===== src/rtl/rpa_pkg.sv =====
`default_nettype none
package rpa_pkg;
    localparam int N_CORDIC = 31;
    localparam logic signed [35:0] Q30_PI = 36'sd3373259426;
    localparam logic signed [35:0] Q30_TWO_PI = 36'sd6746518852;
    localparam logic signed [35:0] Q30_HALF_PI = 36'sd1686629713;
    localparam logic signed [33:0] CORDIC_K = 34'sd652032874;

    typedef logic signed [35:0] t_ang;
    typedef logic signed [33:0] t_trig;

    typedef struct packed {
        logic signed [31:0] px, py, pz;
        logic signed [31:0] ax, ay, az;
        logic signed [17:0] ux, uy, uz;
        logic signed [33:0] vx, vy, vz;
        logic signed [35:0] sdot;
        logic signed [36:0] wx, wy, wz;
        logic signed [36:0] xx, xy, xz;
        logic signed [38:0] yx, yy, yz;
        logic on_axis;
        logic flip;
    } t_geo;

    function automatic t_ang atan_val(input int i);
        logic [31:0] t [0:30];
        t = '{32'h3243F6A8, 32'h1DAC6705, 32'h0FADBAFC, 32'h07F56EA6, 32'h03FEAB76,
              32'h01FFD55B, 32'h00FFFAAA, 32'h007FFF55, 32'h003FFFEA, 32'h001FFFFD,
              32'h000FFFFF, 32'h0007FFFF, 32'h0003FFFF, 32'h0001FFFF, 32'h0000FFFF,
              32'h00007FFF, 32'h00003FFF, 32'h00001FFF, 32'h00000FFF, 32'h000007FF,
              32'h000003FF, 32'h000001FF, 32'h000000FF, 32'h0000007F, 32'h0000003F,
              32'h0000001F, 32'h0000000F, 32'h00000008, 32'h00000004, 32'h00000002,
              32'h00000001};
        return t_ang'({4'b0, t[i]});
    endfunction
endpackage
`default_nettype wire


===== src/rtl/rpa_cell.sv =====
`default_nettype none
module rpa_cell
    import rpa_pkg::*;
#(
    parameter int STEP = 0
) (
    input  wire          i_clk,
    input  wire          i_rst_n,
    input  wire          i_vld,
    input  wire t_trig   i_x,
    input  wire t_trig   i_y,
    input  wire t_ang    i_z,
    input  wire t_geo    i_geo,
    output logic         o_vld,
    output t_trig        o_x,
    output t_trig        o_y,
    output t_ang         o_z,
    output t_geo         o_geo
);
    logic r_vld;
    t_trig r_x, r_y;
    t_ang r_z;
    t_geo r_geo;
    t_trig n_x, n_y;
    t_ang n_z;

    always_comb begin
        if (!i_z[35]) begin
            n_x = i_x - (i_y >>> STEP);
            n_y = i_y + (i_x >>> STEP);
            n_z = i_z - atan_val(STEP);
        end else begin
            n_x = i_x + (i_y >>> STEP);
            n_y = i_y - (i_x >>> STEP);
            n_z = i_z + atan_val(STEP);
        end
    end

    always_ff @(posedge i_clk) begin
        if (!i_rst_n) r_vld <= 1'b0;
        else r_vld <= i_vld;
        r_x <= n_x;
        r_y <= n_y;
        r_z <= n_z;
        r_geo <= i_geo;
    end

    assign o_vld = r_vld;
    assign o_x = r_x;
    assign o_y = r_y;
    assign o_z = r_z;
    assign o_geo = r_geo;
endmodule
`default_nettype wire


===== config.mk =====
export PLATFORM = sky130hd
export DESIGN_NAME = rpa_cell
export DESIGN_NICKNAME = d
export VERILOG_FILES = /design/src/rtl/rpa_pkg.sv /design/src/rtl/rpa_cell.sv
export SDC_FILE = /design/constraint.sdc
export NUM_CORES = 1
export LEC_CHECK = 0
export CAP_MARGIN = 20
export CORE_AREA = 2 2 648 650
export CTS_BUF_LIST = sky130_fd_sc_hd__clkbuf_4 sky130_fd_sc_hd__clkbuf_8
export DETAILED_ROUTE_END_ITERATION = 10
export DIE_AREA = 0 0 650 652
export DONT_BUFFER_PORTS = 1
export SLEW_MARGIN = 0
export SYNTH_ARGS = -nofsm -noshare
export SYNTH_HDL_FRONTEND = slang
export SYNTH_SLANG_ARGS = --single-unit

===== constraint.sdc =====
create_clock -name i_clk -period 5.2 [get_ports i_clk]
set_clock_uncertainty 0.05 [all_clocks]
set_input_delay 1.04 -clock i_clk [delete_from_list [all_inputs] [get_ports i_clk]]
set_output_delay 1.04 -clock i_clk [all_outputs]
set_load 0.05 [all_outputs]

==> summary.md <==
| Metric | Value |
|---|---|
| Clock share of power | `42.5%` |
| Die X | `650 um` |
| GRT Total Usage | `16.26%` |
| Slew Viols, Final | `0` |
| CTS buffer count | `174` |
| Drt pass-1 iters | `6` |
| Synth Instances | `1929` |
| Root Driver | `clkbuf_8` |
| Synth warnings | `0` |
| CTS tree | `built` |
| Die area | `423800 um^2` |
| Power density over the cells | `472.7 nW/um^2` |
| Vias per inst | `2.446` |
| Seq cells post-synth | `829` |
| Largest net degree at the start of global routing | `89` |
| WHS | `0.2534 ns` |
| Internal power | `12.61 mW` |
| Design Power | `20.22 mW` |
| Initial antenna violation count | `321` |
| FILL cells | `47550` |
| Clock sink count | `829` |
| Switch Pwr | `7.611 mW` |
| Top cell type by total area after synthesis | `dfxtp_1` |
| Setup crit start kind | `input port` |
| Vias | `20827` |
| Min Tclk post-route | `3.570 ns` |
| Vias in the first global route | `20822` |
| Post-route DRC | `0` |
| Setup violators final | `0` |
| GP Congestion | `1.202` |
| Reg area | `16600 um^2` |
| # Post-CTS Setup Buffers | `0` |
| Setup TNS | `0 ns` |
| Multi-input gate area | `6664 um^2` |
| Initial drt markers | `1249` |
| First-pass GRT wire length | `404.2 mm` |
| Worst path required time | `5.97 ns` |
| Cell area after synthesis | `23900 um^2` |
| P_leak | `16.01 nW` |
| Area contributors post-synth | `dfxtp_1 69%, ha_1 6.9%, a21oi_1 3.3%, xnor2_1 2.9%, inv_1 1.8%` |
| Routed Antenna Nets | `0` |
| Status | `completed` |
| Logic pwr share | `9.7%` |
| Io pins | `1662` |
| Share of power burned in registers | `47.8%` |
| Hold Path Class | `input port to flip-flop` |
| Share of layout cells above drive strength 1 | `13.27%` |
| Hold path endpoint | `o_y[0]` |
| Dpl ws | `0.7526 ns` |
| Wirelength per Cell | `42.09 um` |
| Final hold vios | `0` |
| Worst Path Max Fanout | `11` |
| Slew margin rel. | `13.48%` |
| Critical path class | `input port to flip-flop` |
| Seq/Total Area, Yosys | `69.45%` |
| EDFF count, synth | `0` |
| Final Worst Setup Slack | `1.630 ns` |
| Unrepaired setup endpoints after global routing | `no` |
| Die height | `652 um` |
| IO Port Bufs | `0` |
| HPWL after detailed placement | `323.4 mm` |
| Post-synth top area share | `69.45%` |
| F_max | `280.1 MHz` |
| Most used DFF post-synth | `dfxtp_1` |
| Sw Share | `37.64%` |
| Crit path arrival time | `4.34 ns` |
| Htree depth | `4` |
| Area growth syn-to-layout | `78.99%` |
| Core ar. | `416000 um^2` |
| Period utilization | `68.66%` |
| Hold path start | `i_y[0]` |
| Row count | `237` |
| Yosys cell types | `77` |
| Crit path capture type | `flip-flop` |
| Max Cap Viol | `0` |
| Congestion Overflow GR | `0` |
| Synth Area per Inst | `12.39 um^2` |
| Starting Density | `5.744%` |
| Clk slew on worst S/H paths | `0.06 ns` |
| NumNets Final | `3813` |
| VDD IR max | `0.2101 mV` |
| Worst slew pin tran | `1.296 ns` |
| Worst Hold Depth | `2` |
| Mapped Nets | `2896` |
| Post-Route WL | `358.3 mm` |
| Fraction of registers with async set or reset after synthesis | `0%` |
| Clk buf depth | `4` |
[cells by family (layout without fill, tap and decap cells)]
logic type      after synthesis  in the layout  share of synthesized area [%]
flops                       829            829                          69.45
xor+xnor                     95             95                          3.482
fa+ha+maj                   135            135                          7.194
mux                          22             22                         0.9215
simple gates                280            280                          5.597
buf+inv                     165           1221                          2.670
compound gates              403            403                          10.69
other cells                   0             32                              0
[per-layer routing]
metal | global-route usage, % | routed length, um | part of all wire (%) | up-vias
li1 | - | - | - | 8403
met4 | 4.409 | 13820 | 3.9 | 10
met5 | 0 | 69 | 0.019 | -
met1 | 13.71 | 104700 | 29 | 9766
met3 | 10.32 | 49990 | 14 | 769
met2 | 31.11 | 189800 | 53 | 1879
[worst max-delay path by stage]
stage | end | cells past startpoint | slack [ns] | startpoint
after floorplan | o_z[35] | 15 | 0.47 | i_z[35]
after global placement | o_x[30] | 12 | 0.69 | i_x[5]
after detailed placement | o_x[30] | 12 | 0.75 | i_x[5]
after CTS | o_geo[482] | 0 | 1.79 | o_geo[482]
after global routing | o_z[33] | 13 | 1.53 | i_z[3]
final | o_x[30] | 12 | 1.63 | i_x[5]
[repair_timing]
action | 4_1_cts | 5_1_grt
gates resized for setup | 0 | 0
endpoints found under the hold margin | 730 | 0
hold buffers | 731 | 0
[flip-flops by register name (all words and copies together) (netlist names)]
register	count
o_x	33
o_geo	725
o_z	36
o_vld	1
o_y	34
[power groups by stage]
stage | Clock, mW | Sequential [mW] | Combinational (mW)
3_3_place_gp | 0 | 9.93 | 1.24
4_1_cts | 9.02 | 9.77 | 1.94
5_1_grt | 9.22 | 9.74 | 2.10
3_5_place_dp | 0 | 9.89 | 1.23
6_report | 8.60 | 9.66 | 1.97
2_1_floorplan | 0 | 8.82 | 0.723
[metrics by stage]
step,cell area [um^2],utilization (%),cells
4_1_cts,42340,10.18,8464
6_report,42780,10.28,8514
3_3_place_gp,30870,7.419,7417
2_1_floorplan,23900,-,1929
5_1_grt,42750,10.27,8502
3_5_place_dp,30890,7.424,7418
[critical path, cell delays in order]
cell and delay, ns:
inv_1 0.02, ha_1 0.53, or2_1 0.35, a211oi_1 0.45, o2111ai_1 0.32, a31oi_1 0.57
a221o_1 0.30, and3_1 0.21, a21oi_1 0.08, nor2_1 0.16, a22oi_1 0.12, xnor2_1 0.16
[cell type report]
cell class | instances | area share, %
well taps | 5497 | 16.08
repair buffers | 788 | 18.66
clock buffers | 245 | 7.517
multi-input cells | 935 | 15.58
flip-flops and latches | 829 | 38.80
inverters | 118 | 1.035
clock inverters | 70 | 2.144
diodes | 32 | 0.1872
[placed cells by master (no fill, tap or decap), drive strengths merged, types with 18 or more instances in the layout]
| master | synthesis | layout |
|---|---|---|
| a21o | 40 | 40 |
| a21oi | 157 | 157 |
| buf | 18 | 57 |
| bufinv | 0 | 19 |
| clkbuf | 29 | 245 |
| clkinv | 3 | 40 |
| dfxtp | 829 | 829 |
| diode | 0 | 32 |
| dlygate4sd3 | 0 | 731 |
| ha | 131 | 131 |
| inv | 115 | 121 |
| mux2i | 22 | 22 |
| nand2 | 71 | 71 |
| nand2b | 18 | 18 |
| nand3 | 18 | 18 |
| nor2 | 89 | 89 |
| nor3 | 20 | 20 |
| o21ai | 82 | 82 |
| o21bai | 21 | 21 |
| xnor2 | 78 | 78 |
[synthesized netlist by cell type, types with 21 or more instances]
| cell | n |
|---|---|
| a21o_1 | 40 |
| a21oi_1 | 157 |
| clkbuf_1 | 29 |
| dfxtp_1 | 829 |
| ha_1 | 131 |
| inv_1 | 114 |
| mux2i_1 | 22 |
| nand2_1 | 70 |
| nor2_1 | 89 |
| o21ai_0 | 78 |
| o21bai_1 | 21 |
| xnor2_1 | 78 |
Note: power is estimated with default switching activity, not from simulation.
